## src/rtl/bayer_dpcm_vlc_decoder_macros.svh

```systemverilog
// Assertion macros shared by the Bayer DPCM decoder modules.
// Expects i_clk and i_rst_n in the scope of every use.
`ifndef BAYER_DPCM_VLC_DECODER_MACROS_SVH
`define BAYER_DPCM_VLC_DECODER_MACROS_SVH

// Consequent must hold in the same cycle as the antecedent.
`define BDV_ASSERT_NOW(lbl, ante, cons, msg) \
    lbl: assert property (@(posedge i_clk) disable iff (!i_rst_n) (ante) |-> (cons)) \
        else $error(msg);

// Consequent must hold in the cycle after the antecedent.
`define BDV_ASSERT_NEXT(lbl, ante, cons, msg) \
    lbl: assert property (@(posedge i_clk) disable iff (!i_rst_n) (ante) |=> (cons)) \
        else $error(msg);

`endif

```

## src/rtl/bdv_pkg.sv

```systemverilog
// Shared types, constants and code classifier for the Bayer DPCM decoder.
// No dependencies; imported by the controller, datapath and top level.
`timescale 1ns / 1ps

package bdv_pkg;

    // Configuration register indexes and defaults
    localparam int          C_CFG_W            = 11;
    localparam logic        C_REG_FRAME_WIDTH  = 1'b0;
    localparam logic        C_REG_FRAME_HEIGHT = 1'b1;
    localparam logic [10:0] C_RESET_WIDTH      = 11'd352;
    localparam logic [10:0] C_RESET_HEIGHT     = 11'd288;
    localparam logic [10:0] C_MIN_WIDTH        = 11'd4;
    localparam logic [10:0] C_MIN_HEIGHT       = 11'd2;

    // Index of the last pixel in the longest run for one input item (8 pixels)
    localparam logic [2:0]  C_RUN_LAST         = 3'd7;

    // Prefix code masks and patterns
    localparam logic [7:0] C_MASK_1   = 8'h80;
    localparam logic [7:0] C_MASK_3   = 8'hE0;
    localparam logic [7:0] C_PAT_P4   = 8'h80;
    localparam logic [7:0] C_PAT_M4   = 8'hA0;
    localparam logic [7:0] C_MASK_4   = 8'hF0;
    localparam logic [7:0] C_PAT_P11  = 8'hD0;
    localparam logic [7:0] C_PAT_M11  = 8'hF0;
    localparam logic [7:0] C_MASK_5   = 8'hF8;
    localparam logic [7:0] C_PAT_P20  = 8'hC8;
    localparam logic [7:0] C_MASK_6   = 8'hFC;
    localparam logic [7:0] C_PAT_M20  = 8'hC0;
    localparam logic [7:0] C_PAT_UNK  = 8'hC4;
    localparam logic [3:0] C_RAW_LEN  = 4'd8;

    // Classified code
    typedef struct packed {
        logic [3:0]        len;
        logic signed [8:0] delta;
        logic              absolute;
    } t_code;

    // Controller -> datapath
    typedef struct packed {
        logic load;
        logic step;
        logic last;
    } t_cmd;

    // Datapath -> controller
    typedef struct packed {
        logic will_run;
        logic more;
        logic out_free;
    } t_sts;

    // Decode the prefix code at the top of an 8-bit window
    function automatic t_code f_classify(input logic [7:0] w);
        t_code c;
        c.absolute = 1'b0;
        c.delta    = 9'sd0;
        c.len      = 4'd8;
        if ((w & C_MASK_1) == 8'h00) begin
            c.len = 4'd1;
        end else if ((w & C_MASK_3) == C_PAT_P4) begin
            c.len   = 4'd3;
            c.delta = 9'sd4;
        end else if ((w & C_MASK_3) == C_PAT_M4) begin
            c.len   = 4'd3;
            c.delta = -9'sd4;
        end else if ((w & C_MASK_4) == C_PAT_P11) begin
            c.len   = 4'd4;
            c.delta = 9'sd11;
        end else if ((w & C_MASK_4) == C_PAT_M11) begin
            c.len   = 4'd4;
            c.delta = -9'sd11;
        end else if ((w & C_MASK_5) == C_PAT_P20) begin
            c.len   = 4'd5;
            c.delta = 9'sd20;
        end else if ((w & C_MASK_6) == C_PAT_M20) begin
            c.len   = 4'd6;
            c.delta = -9'sd20;
        end else if ((w & C_MASK_6) == C_PAT_UNK) begin
            c.len   = 4'd8;
        end else begin
            // absolute nibble code
            c.len      = 4'd8;
            c.absolute = 1'b1;
            c.delta    = $signed({1'b0, w[3:0], 4'b0000});
        end
        return c;
    endfunction

endpackage

```

## src/rtl/bdv_ctrl.sv

```systemverilog
// Controller FSM of the Bayer DPCM decoder: byte intake and pixel run sequencing.
// Depends on bdv_pkg and bayer_dpcm_vlc_decoder_macros.svh.
`timescale 1ns / 1ps
`include "bayer_dpcm_vlc_decoder_macros.svh"

module bdv_ctrl
    import bdv_pkg::*;
(
    input  logic i_clk,
    input  logic i_rst_n,
    input  logic i_in_valid,
    output logic o_in_ready,
    input  t_sts i_sts,
    output t_cmd o_cmd
);

    localparam logic ST_IDLE   = 1'b0;
    localparam logic ST_DECODE = 1'b1;

    logic       r_state;
    logic       n_state;
    logic [2:0] r_run_cnt;
    logic [2:0] n_run_cnt;

    assign o_in_ready = (r_state == ST_IDLE);

    // Next state and commands
    always_comb begin
        n_state    = r_state;
        n_run_cnt  = r_run_cnt;
        o_cmd      = '0;
        unique case (r_state)
            ST_IDLE: begin
                if (i_in_valid) begin
                    o_cmd.load = 1'b1;
                    n_run_cnt  = 3'd0;
                    if (i_sts.will_run) begin
                        n_state = ST_DECODE;
                    end
                end
            end
            ST_DECODE: begin
                if (i_sts.out_free) begin
                    o_cmd.step = 1'b1;
                    o_cmd.last = !i_sts.more || (r_run_cnt == C_RUN_LAST);
                    if (o_cmd.last) begin
                        n_state = ST_IDLE;
                    end else begin
                        n_run_cnt = r_run_cnt + 3'd1;
                    end
                end
            end
            default: begin
                n_state = ST_IDLE;
            end
        endcase
    end

    // State registers
    always_ff @(posedge i_clk) begin
        if (!i_rst_n) begin
            r_state   <= ST_IDLE;
            r_run_cnt <= 3'd0;
        end else begin
            r_state   <= n_state;
            r_run_cnt <= n_run_cnt;
        end
    end

    `BDV_ASSERT_NOW(a_no_step_in_idle, r_state == ST_IDLE, !o_cmd.step, "pixel step while idle")
    `BDV_ASSERT_NEXT(a_last_ends_run, o_cmd.step && o_cmd.last, r_state == ST_IDLE, "run did not end")
    `BDV_ASSERT_NOW(a_step_has_room, o_cmd.step, i_sts.out_free, "pixel step with full output")

endmodule

```

## config.mk

```make
export PLATFORM = sky130hd
export DESIGN_NAME = bdv_ctrl
export DESIGN_NICKNAME = d
export VERILOG_FILES = /design/src/rtl/bdv_pkg.sv /design/src/rtl/bdv_ctrl.sv
export VERILOG_INCLUDE_DIRS = /design/src /design/src/rtl
export SDC_FILE = /design/constraint.sdc
export NUM_CORES = 1
export LEC_CHECK = 0
export BUFFER_PORTS_ARGS = -buffer_cell sky130_fd_sc_hd__buf_2
export CAP_MARGIN = 5
export CORE_AREA = 8 8 45 47
export CTS_BUF_LIST = sky130_fd_sc_hd__clkbuf_8
export DETAILED_ROUTE_END_ITERATION = 8
export DIE_AREA = 0 0 53 55
export PLACE_DENSITY = 0.42
export SLEW_MARGIN = 20
export SYNTH_ARGS = -nofsm -noshare
export SYNTH_HDL_FRONTEND = slang
export SYNTH_SLANG_ARGS = --single-unit
```

## constraint.sdc

```tcl
create_clock -name i_clk -period 3.1 [get_ports i_clk]
set_clock_uncertainty 0.2 [all_clocks]
set_input_delay 0.62 -clock i_clk [delete_from_list [all_inputs] [get_ports i_clk]]
set_output_delay 0.62 -clock i_clk [all_outputs]
set_load 0.02 [all_outputs]
```

== After elaboration in Yosys (flattened, before gate mapping) ==
Index checks and enable logic that the tools add are counted.
Word-level totals
  bits in registers: 4
  output and inout port bits: 4
  bits of input ports: 6
  word-level logic and storage cells: 24
Operators by class
  equal/unequal tests: 4
  reduce and logical (&&, ||, !) cells: 3
  bitwise logic cells: 1
  mux-type cells: 13
  add/subtract/negate cells: 1
Operators with widths (count)
  3-bit 2-to-1 mux: 3
  1-bit 2-to-1 mux: 6
  2-bit != test (second input constant): 3
  3-bit one-hot mux with 2 select lines: 1
  2-bit 2-to-1 mux: 2
  3-bit by 1-bit adder with 3-bit output (second input constant): 1
  3-bit equality test (second input constant): 1
  3-bit AND reduction: 1
  1-bit one-hot mux with 2 select lines: 1
  1-bit zero test: 1
  1-bit logical OR: 1
  1-bit inverter: 1

== Longest topological paths before layout ==
Gate-level depths: netlist of the first run.
  depth in word-level cells: 5
  depth in mapped cells: 5
  depth with buffers taken out: 5

== Worst setup path after synthesis of the first run ==
Ideal clock, no wire load.
  path kind: input-to-output
  start: input i_sts[0] in the netlist's numbering
  end: output o_cmd[0] in the netlist's numbering
  path slack: 0.975 ns
  data required time: 2.280 ns
  data arrival time: 1.305 ns
  buffers on the path: 0
  stages on the path: 2
  cells stage by stage: and2_1 -> a21boi_1
RTL lines
  start, declared: RTL line bdv_ctrl.sv:13  | input t_sts i_sts,
  end, declared: RTL line bdv_ctrl.sv:14  | output t_cmd o_cmd

==> metrics.md, run 1 <==
| Metric | Value |
|---|---|
| CTS tree | yes |
| Critical path launch point type | flip-flop |
| Final hold vios | 0 |
| Net count after synthesis | 32 |
| Total leakage power | 0.158 nW |
| Die Ht | 55 um |
| Max clock buf depth | 2 |
| HP Class | reg2reg |
| Port bufs | 9 |
| Met2 Use GR | 0.0430 |
| Initial antenna violation count | 0 |
| CP peak stage delay | 0.34 ns |
| Yosys Warn Count | 0 |
| Num CTS Buffers | 3 |
| Delay-heaviest family, CP | flip-flops |
| Initial cell density of the core | 0.153 |
| First-pass GRT wire length | 800 um |
| Detailed Route Iter0 Violations | 6 |
| Die Width | 53 um |
| HPWL Detailed | 414 um |
| Rows | 14 |
| Leading cell type in the layout, fill and taps excluded | buf_2 |
| Total number of vias | 210 |
| Drt total wl | 524 um |
| Final Max Tran Viols | 0 |
| Synth cell types | 15 |
| Critical path class | reg2out |
| Most frequent cells in the layout | buf_2, dfxtp_1, inv_1, clkbuf_8 |
| Syn Std Cell Area | 211 um^2 |
| Vias in the first global route | 171 |
| Max Cap Violations | 0 |
| Final period util | 0.684 |
| Endpoints failing setup | 0 |
| Data arrival, critical path | 1.30 ns |
| Pwr dens | 568 nW/um^2 |
| Post-CTS resize count | 0 |
| Routed length per placed instance | 10.1 um |
| WP buf/inv | 2 |
| Required @ worst endpoint | 2.28 ns |
| Grt met3 use | 0.0642 |
| Die area | 2920 um^2 |
| Status | completed |
| Slew headroom | 0.866 |
| Crit-path cells | ha_1 > ha_1 > inv_1 > a21boi_1 > buf_2 |
| Post-CTS Setup Bufs | 0 |
| Vias/cell | 4.04 |
| Highest Clock Rate | 0.472 GHz |
| CP Max Fanout | 3 |
| Antenna Cells | 0 |
| Fill cell count | 155 |
| Largest net degree at the start of global routing | 7 |
| Seq/Total Area, Yosys | 0.379 |
| Worst skew pair latency | 0.22 ns |
| Sum Neg Setup Slack | 0 ns |
| Post-placement cell area | 277 um^2 |
| CP most frequent cell | ha_1 |
| Synth-to-layout area growth | 50.3% |
| DR DRC count | 0 |
| Overall routing resource usage | 0.0426 |
| Pre-antenna DRT Iters | 4 |
| Slew @ Worst Pin | 0.201 ns |
| IO Pins | 10 |
| GRT Residual Overflow | 0 |
| CTS root buf | clkbuf_8 |
| Slowest CP cell | dfxtp_1 |
| Top Usage Layer GRT | met3 |
| Final nets | 46 |
| Crit. End Element | output port |
| Cell area after layout | 318 um^2 |
| Core area | 1380 um^2 |
| Post-DRT Antenna Nets | 0 |
| Fraction of layout cells with a size suffix above 1 | 0.361 |
| Fin Hold WS | 0.276 ns |
| Routing usage on met1 | 0.0439 |
| CTS sink cnt | 4 |
| Avg Cell Area, Syn | 8.81 um^2 |
| Min Clock Period, post-route | 2.12 ns |
| RSZ-0062 raised after global routing | false |
| Util after Layout | 0.230 |
| Routability cong. | 0.681 |
| Cell count after synthesis | 24 |
| Clock transition at path regs | 0.03 ns |
| Synth Register Bits | 4 |
| Total power | 180 uW |
| Htree depth | 1 |
| VDD IR max | 0.199 mV |
| CTS Hold Buffers Added | 0 |
-- metal layers --
layer	part of all wire	wire, um	vias up
li1	-	-	109
met1	0.41	213	83
met2	0.35	184	18
met3	0.24	127	0
met4	0	0	0
met5	0	0	-
-- registers in the layout (all words and copies together) (netlist names) --
signal,flops
r_run_cnt,3
r_state,1
-- where the power goes --
group          total (mW)  switching [mW]  internal [mW]
logic              0.0172          0.0103        0.00686
clock network       0.109          0.0261         0.0827
registers          0.0545         0.00134         0.0532
-- cells in the mapped netlist --
cell      instances  area (um^2)
a21oi_1           1         5.00
inv_1             3         11.3
dfxtp_1           4         80.1
and3_1            1         6.26
nand4_1           2         12.5
o21ai_0           2         10.0
nand4b_2          1         15.0
a21boi_1          1         7.51
nand2_1           2         7.51
nor3b_1           1         7.51
nor2_1            1         3.75
ha_1              2         25.0
nand2b_1          1         6.26
o21a_1            1         7.51
and2_1            1         6.26
-- kinds of logic after synthesis --
kind of cell / synth area share
adders and majority gates: 0.118
AOI/OAI and AO/OA: 0.142
buffers and inverters: 0.0533
and+or+nand+nor: 0.308
DFF: 0.379
-- worst paths after layout --
path / from / to / slack (ns) / depth (start not counted)
worst min-delay path: r_run_cnt[1] / r_run_cnt[1] / 0.28 / 2
worst max-delay path: r_run_cnt[0] / o_cmd[0] / 0.98 / 5
worst max register to register: r_run_cnt[0] / r_run_cnt[0] / 1.44 / 5
worst min register to register: r_run_cnt[1] / r_run_cnt[1] / 0.28 / 2
-- area by class of cell --
cell class | instances | area [um^2] | share of cell area
multi-input combinational | 17 | 120 | 0.378
timing repair buffer | 9 | 45.0 | 0.142
tap | 16 | 20.0 | 0.0630
clock buffer | 3 | 41.3 | 0.130
inverter | 3 | 11.3 | 0.0354
sequential | 4 | 80.1 | 0.252
-- stage by stage --
step / setup WS (ns) / std cells
final: 0.979 / 52
after global routing: 0.861 / 52
after floorplan: 0.975 / 24
after detailed placement: 1.01 / 49
after global placement: 1.02 / 49
after CTS: 0.963 / 52
-- tightest hold or removal path, stage by stage, from the launching register on --
cell     delay (ns)
dfxtp_1        0.30
nand4_1        0.06
o21ai_0        0.07
Power figures use the tool's default switching activity.
==> inputs of run 2 (changes only) <==
Clock period 3.1 ns to 2 ns, I/O delays scaled along.
==> metrics.md, run 2 (synthesized netlist as in run 1, its figures left out) <==
| Metric | Value |
|---|---|
| Status | completed |
| Total number of vias | 209 (-0.48%) |
| Cell area after layout | 320 um^2 (+0.79%) |
| Max reg flops | 3 (unchanged) |
| Largest net degree at the start of global routing | 7 (unchanged) |
| Max clock buf depth | 2 (unchanged) |
| CTS sink cnt | 4 (unchanged) |
| Total leakage power | 0.158 nW (about the same) |
| Largest register by flop count | r_run_cnt |
| GRT Residual Overflow | 0 (unchanged) |
| Sum Neg Setup Slack | 0 ns (unchanged) |
| HP Class | in2reg |
| Initial antenna violation count | 0 (unchanged) |
| Highest Clock Rate | 0.533 GHz |
| Min Clock Period, post-route | 1.88 ns |
| Worst skew pair latency | 0.22 ns (about the same) |
| Num CTS Buffers | 3 (unchanged) |
| Final Max Tran Viols | 0 (unchanged) |
| Register area | 80.1 um^2 (unchanged) |
| VDD IR max | 0.250 mV (+25%) |
| Pwr dens | 878 nW/um^2 (+55%) |
| Detailed Route Iter0 Violations | 1 (-5) |
| Share of power burned in registers | 0.301 (about the same) |
| Clock power share | 0.603 (about the same) |
| Port bufs | 9 (unchanged) |
| DR DRC count | 0 (unchanged) |
| Htree depth | 1 (unchanged) |
| First-pass GRT wire length | 876 um (+9.5%) |
| Post-CTS Setup Bufs | 0 (unchanged) |
| Routability cong. | 0.679 (-0.34%) |
| Fill cell count | 161 (+3.9%) |
| Slowest CP cell | dfxtp_1 |
| Pre-antenna DRT Iters | 3 (-1) |
| Die Ht | 55 um (unchanged) |
| Leading cell type in the layout, fill and taps excluded | buf_2 |
| Worst slack, placed | 0.332 ns (-0.680 ns) |
| Pint | 222 uW (+55%) |
| Slew @ Worst Pin | 0.188 ns (-0.0129 ns) |
| Fin worst setup slack | 0.123 ns (-0.856 ns) |
| Most frequent cells in the layout | buf_2, dfxtp_1, inv_1, clkbuf_8 |
| NetSw | 59.6 uW (+58%) |
| Sw Ratio | 0.212 (+0.00300) |
| CP peak stage delay | 0.33 ns (about the same) |
| Critical path class | reg2out |
| RSZ-0062 raised after global routing | false |
| Endpoints failing setup | 0 (unchanged) |
| CP Max Fanout | 3 (unchanged) |
| Die area | 2920 um^2 (unchanged) |
| Final hold vios | 0 (unchanged) |
| CTS tree | yes |
| Vias in the first global route | 200 (+17%) |
| Final nets | 46 (unchanged) |
| CTS root buf | clkbuf_8 |
| IO Pins | 10 (unchanged) |
| Multi-input logic area | 120 um^2 (unchanged) |
| Die Width | 53 um (unchanged) |
| Routed length per placed instance | 10.3 um (+2.7%) |
| Critical path launch point type | flip-flop |
| Data arrival, critical path | 1.28 ns (-0.02 ns) |
| Synth-to-layout area growth | 51.5% |
| Gate power share | 0.096 (about the same) |
| Post-DRT Antenna Nets | 0 (unchanged) |
| Post-placement cell area | 277 um^2 (unchanged) |
| HPWL Detailed | 422 um (+1.8%) |
| Initial cell density of the core | 0.153 (unchanged) |
| Max Cap Violations | 0 (unchanged) |
| Top flop regs | r_run_cnt: 3 flops, r_state: 1 flops |
| Fraction of layout cells with a size suffix above 1 | 0.361 (unchanged) |
| Drt total wl | 538 um (+2.7%) |
| Final period util | 0.938 |
| Overall routing resource usage | 0.0437 (+0.00114) |
| Antenna Cells | 0 (unchanged) |
| Clock transition at path regs | 0.03 ns (about the same) |
| Vias/cell | 4.02 (-0.48%) |
| Rows | 14 (unchanged) |
| Crit. End Element | output port |
| Core area | 1380 um^2 (unchanged) |
| CP most frequent cell | ha_1 |
| Required @ worst endpoint | 1.40 ns (-0.88 ns) |
| Slew headroom | 0.874 (+0.00864) |
| Crit-path cells | ha_1 > ha_1 > inv_1 > a21boi_1 > buf_4 |
## run 2: through the flow
| step | hold WS [ns] | cells | util | power, mW |
|---|---|---|---|---|
| 2_1_floorplan | 0.256 | 24 | - | 0.0988 |
| 3_3_place_gp | 0.281 | 49 | 0.200 | 0.112 |
| 3_5_place_dp | 0.274 | 49 | 0.200 | 0.113 |
| 4_1_cts | 0.270 | 52 | 0.230 | 0.288 |
| 5_1_grt | 0.295 | 52 | 0.231 | 0.295 |
| 6_report | 0.274 | 52 | 0.231 | 0.281 |
## run 2: final timing paths
path,endpoint,depth (start not counted),start,slack [ns]
setup / recovery,o_cmd[0],5,r_run_cnt[0],0.12
hold reg to reg,r_run_cnt[2],2,r_run_cnt[2],0.28
hold / removal,r_run_cnt[0],2,i_rst_n,0.27
setup reg to reg,r_run_cnt[0],5,r_run_cnt[0],0.33
## run 2: worst max-delay path: cells and delay by family, from the launching register on
family          cells  cell delay (ns)
flops               1             0.33
fa+ha+maj           2             0.31
buf+inv             2             0.23
compound gates      1             0.19
## run 2: power by group through the flow
| stage | clock [mW] | combinational [mW] | sequential [mW] |
|---|---|---|---|
| 6_report | 0.170 | 0.0269 | 0.0846 |
| 5_1_grt | 0.180 | 0.0301 | 0.0849 |
| 4_1_cts | 0.177 | 0.0269 | 0.0846 |
| 3_5_place_dp | 0 | 0.0268 | 0.0858 |
| 3_3_place_gp | 0 | 0.0269 | 0.0855 |
| 2_1_floorplan | 0 | 0.0138 | 0.0850 |
## run 2: what timing repair did
action	4_1_cts	5_1_grt
gates resized for setup	0	1
endpoints found under the setup margin	0	1
endpoints found under the hold margin	0	0
hold buffers	0	0
## run 2: final cells by class
| class | instances | area share |
|---|---|---|
| inverters | 3 | 0.0352 |
| multi-input cells | 17 | 0.375 |
| repair buffers | 9 | 0.148 |
| clock buffers | 3 | 0.129 |
| flip-flops and latches | 4 | 0.250 |
| well taps | 16 | 0.0625 |
## run 2: routing by layer
layer	routed length [um]	GRT usage	share of wire	vias to the layer above
met5	0	0	0	-
met4	10	0.0259	0.019	0
met3	109	0.0508	0.20	2
met2	173	0.0449	0.32	13
met1	244	0.0486	0.45	86
li1	-	-	-	108
==> inputs of run 3 (changes only) <==
Settings changed: ABC_AREA set to 1, PLACE_DENSITY 0.42 to 0.43.
==> metrics.md, run 3 <==
| Metric | Value |
|---|---|
| Status | completed |
| Final period util | 0.951 (+0.0122) |
| RSZ-0062 raised after global routing | false |
| Detailed Route Iter0 Violations | 5 (+4) |
| Post-DRT Antenna Nets | 0 (unchanged) |
| GRT Residual Overflow | 0 (unchanged) |
| Fraction of layout cells with a size suffix above 1 | 0.452 (+0.0913) |
| Ranking of synthesized cells by area | dfxtp_1, ha_1, nand2_2, a21oi_1, inv_1 |
| Port bufs | 9 (unchanged) |
| Initial cell density of the core | 0.163 (+0.00995) |
| Post-CTS Setup Bufs | 0 (unchanged) |
| Routability cong. | 0.702 (+3.4%) |
| IO Pins | 10 (unchanged) |
| Max Cap Violations | 0 (unchanged) |
| Avg Cell Area, Syn | 7.51 um^2 (-15%) |
| Post-CTS resize count | 0 (unchanged) |
| CP Max Fanout | 3 (unchanged) |
| Max clock buf depth | 2 (unchanged) |
| Total number of vias | 216 (+3.3%) |
| Routed length per placed instance | 8.81 um (-15%) |
| Core area | 1380 um^2 (unchanged) |
| Slew @ Worst Pin | 0.154 ns (-0.0335 ns) |
| Ys async rst share | 0 (unchanged) |
| Synth cell types | 14 (-1) |
| Die Width | 53 um (unchanged) |
| Drt total wl | 511 um (-5.0%) |
| Num CTS Buffers | 3 (unchanged) |
| Synth cell count leaders | dfxtp_1, inv_1, a21oi_1, nand2_1, nand2_2 |
| Rows | 14 (unchanged) |
| CTS Hold Buffers Added | 0 (unchanged) |
| Synth-to-layout area growth | 47.2% |
| Cell count after synthesis | 30 (+25%) |
| Antenna Cells | 0 (unchanged) |
| Top cell type's share of synthesized area | 0.356 (-0.0231) |
| Vias/cell | 3.72 (-7.3%) |
| Net count after synthesis | 38 (+19%) |
| Initial antenna violation count | 0 (unchanged) |
| Clock transition at path regs | 0.03 ns (about the same) |
| VDD IR max | 0.222 mV (-11%) |
| Sum Neg Setup Slack | 0 ns (unchanged) |
| Syn Std Cell Area | 225 um^2 (+6.5%) |
| Min Clock Period, post-route | 1.90 ns (+0.0244 ns) |
| Highest Clock Rate | 0.526 GHz (-1.3%) |
| Required @ worst endpoint | 1.40 ns (about the same) |
| Fill cell count | 159 (-1.2%) |
| Max reg flops | 3 (unchanged) |
| Data arrival, critical path | 1.30 ns (+0.02 ns) |
| HP Class | in2reg |
| Crit. End Element | output port |
| Final Max Tran Viols | 0 (unchanged) |
| Worst skew pair latency | 0.21 ns (about the same) |
| Most frequent cells in the layout | buf_2, inv_1, dfxtp_1 |
| Pre-antenna DRT Iters | 2 (-1) |
| Slew headroom | 0.897 (+0.0224) |
| Yosys Warn Count | 0 (unchanged) |
| Fin worst setup slack | 0.0990 ns (-0.0244 ns) |
| DR DRC count | 0 (unchanged) |
| Top_reg_cell synth | dfxtp_1 |
| Total leakage power | 0.168 nW (+6.3%) |
| Final nets | 52 (+13%) |
| Vias in the first global route | 212 (+6.0%) |
| Die area | 2920 um^2 (unchanged) |
| HPWL Detailed | 440 um (+4.3%) |
| First-pass GRT wire length | 834 um (-4.8%) |
| Critical path launch point type | flip-flop |
| CTS root buf | clkbuf_8 |
| Critical path class | reg2out |
| Pwr dens | 848 nW/um^2 (-3.4%) |
| Leading cell type in the layout, fill and taps excluded | buf_2 |
| Overall routing resource usage | 0.0421 (-0.00162) |
| Worst slack, placed | 0.319 ns (-0.0131 ns) |
| Synth Register Bits | 4 (unchanged) |
| Htree depth | 1 (unchanged) |
| CTS sink cnt | 4 (unchanged) |
| CTS tree | yes |
| Final hold vios | 0 (unchanged) |
| Top flop regs | r_run_cnt: 3 flops, r_state: 1 flops |
| Die Ht | 55 um (unchanged) |
| Post-synth top area cell | dfxtp_1 |
| Largest net degree at the start of global routing | 5 (-2) |
| EDFF count, synth | 0 (unchanged) |
| Seq/Total Area, Yosys | 0.356 (-0.0231) |
| Largest register by flop count | r_run_cnt |
| Endpoints failing setup | 0 (unchanged) |
run 3: worst paths after layout:
check          startpoint      endpoint  slack, ns  depth (start not counted)
max          r_run_cnt[0]      o_cmd[0]        0.1                          5
min               i_rst_n  r_run_cnt[0]       0.26                          3
max reg2reg  r_run_cnt[0]  r_run_cnt[0]       0.58                          6
min reg2reg  r_run_cnt[2]  r_run_cnt[2]       0.28                          2
run 3: where the power goes:
part | internal, mW | switching (mW) | total (mW)
registers | 0.0826 | 0.00169 | 0.0843
clock network | 0.128 | 0.0383 | 0.166
logic | 0.0115 | 0.0190 | 0.0306
run 3: worst max-delay path: stages, from the launching register on:
cell     delay [ns]
dfxtp_1        0.31
ha_1           0.20
ha_1           0.21
nor2_2         0.14
nor2_1         0.07
buf_2          0.16
run 3: cell type report:
cell class                 instances  area (um^2)  area share
sequential                         4         80.1       0.242
multi-input combinational         20          123       0.370
clock buffer                       3         41.3       0.125
timing repair buffer               9         45.0       0.136
inverter                           6         22.5      0.0679
tap                               16         20.0      0.0604
run 3: logic make-up after synthesis:
kind of cell,synth area share
adders and majority gates,0.111
buffers and inverters,0.100
AOI/OAI and AO/OA,0.122
and+or+nand+nor,0.311
DFF,0.356
run 3: routing by layer:
metal,vias to the layer above,global-route usage,wire [um]
met5,-,0,0
met4,0,0.0259,0
met3,0,0.0481,90
met2,8,0.0527,197
met1,89,0.0395,223
li1,119,-,-
run 3: per-stage QoR:
step                hold slack [ns]  utilization  cells  area, um^2  power [mW]
CTS                           0.255        0.240     58         332       0.287
finish                        0.256        0.240     58         332       0.281
detailed placement            0.285        0.210     55         290       0.116
floorplan                     0.259            -     30         225       0.104
global placement              0.279        0.210     55         290       0.117
global route                  0.269        0.240     58         332       0.299
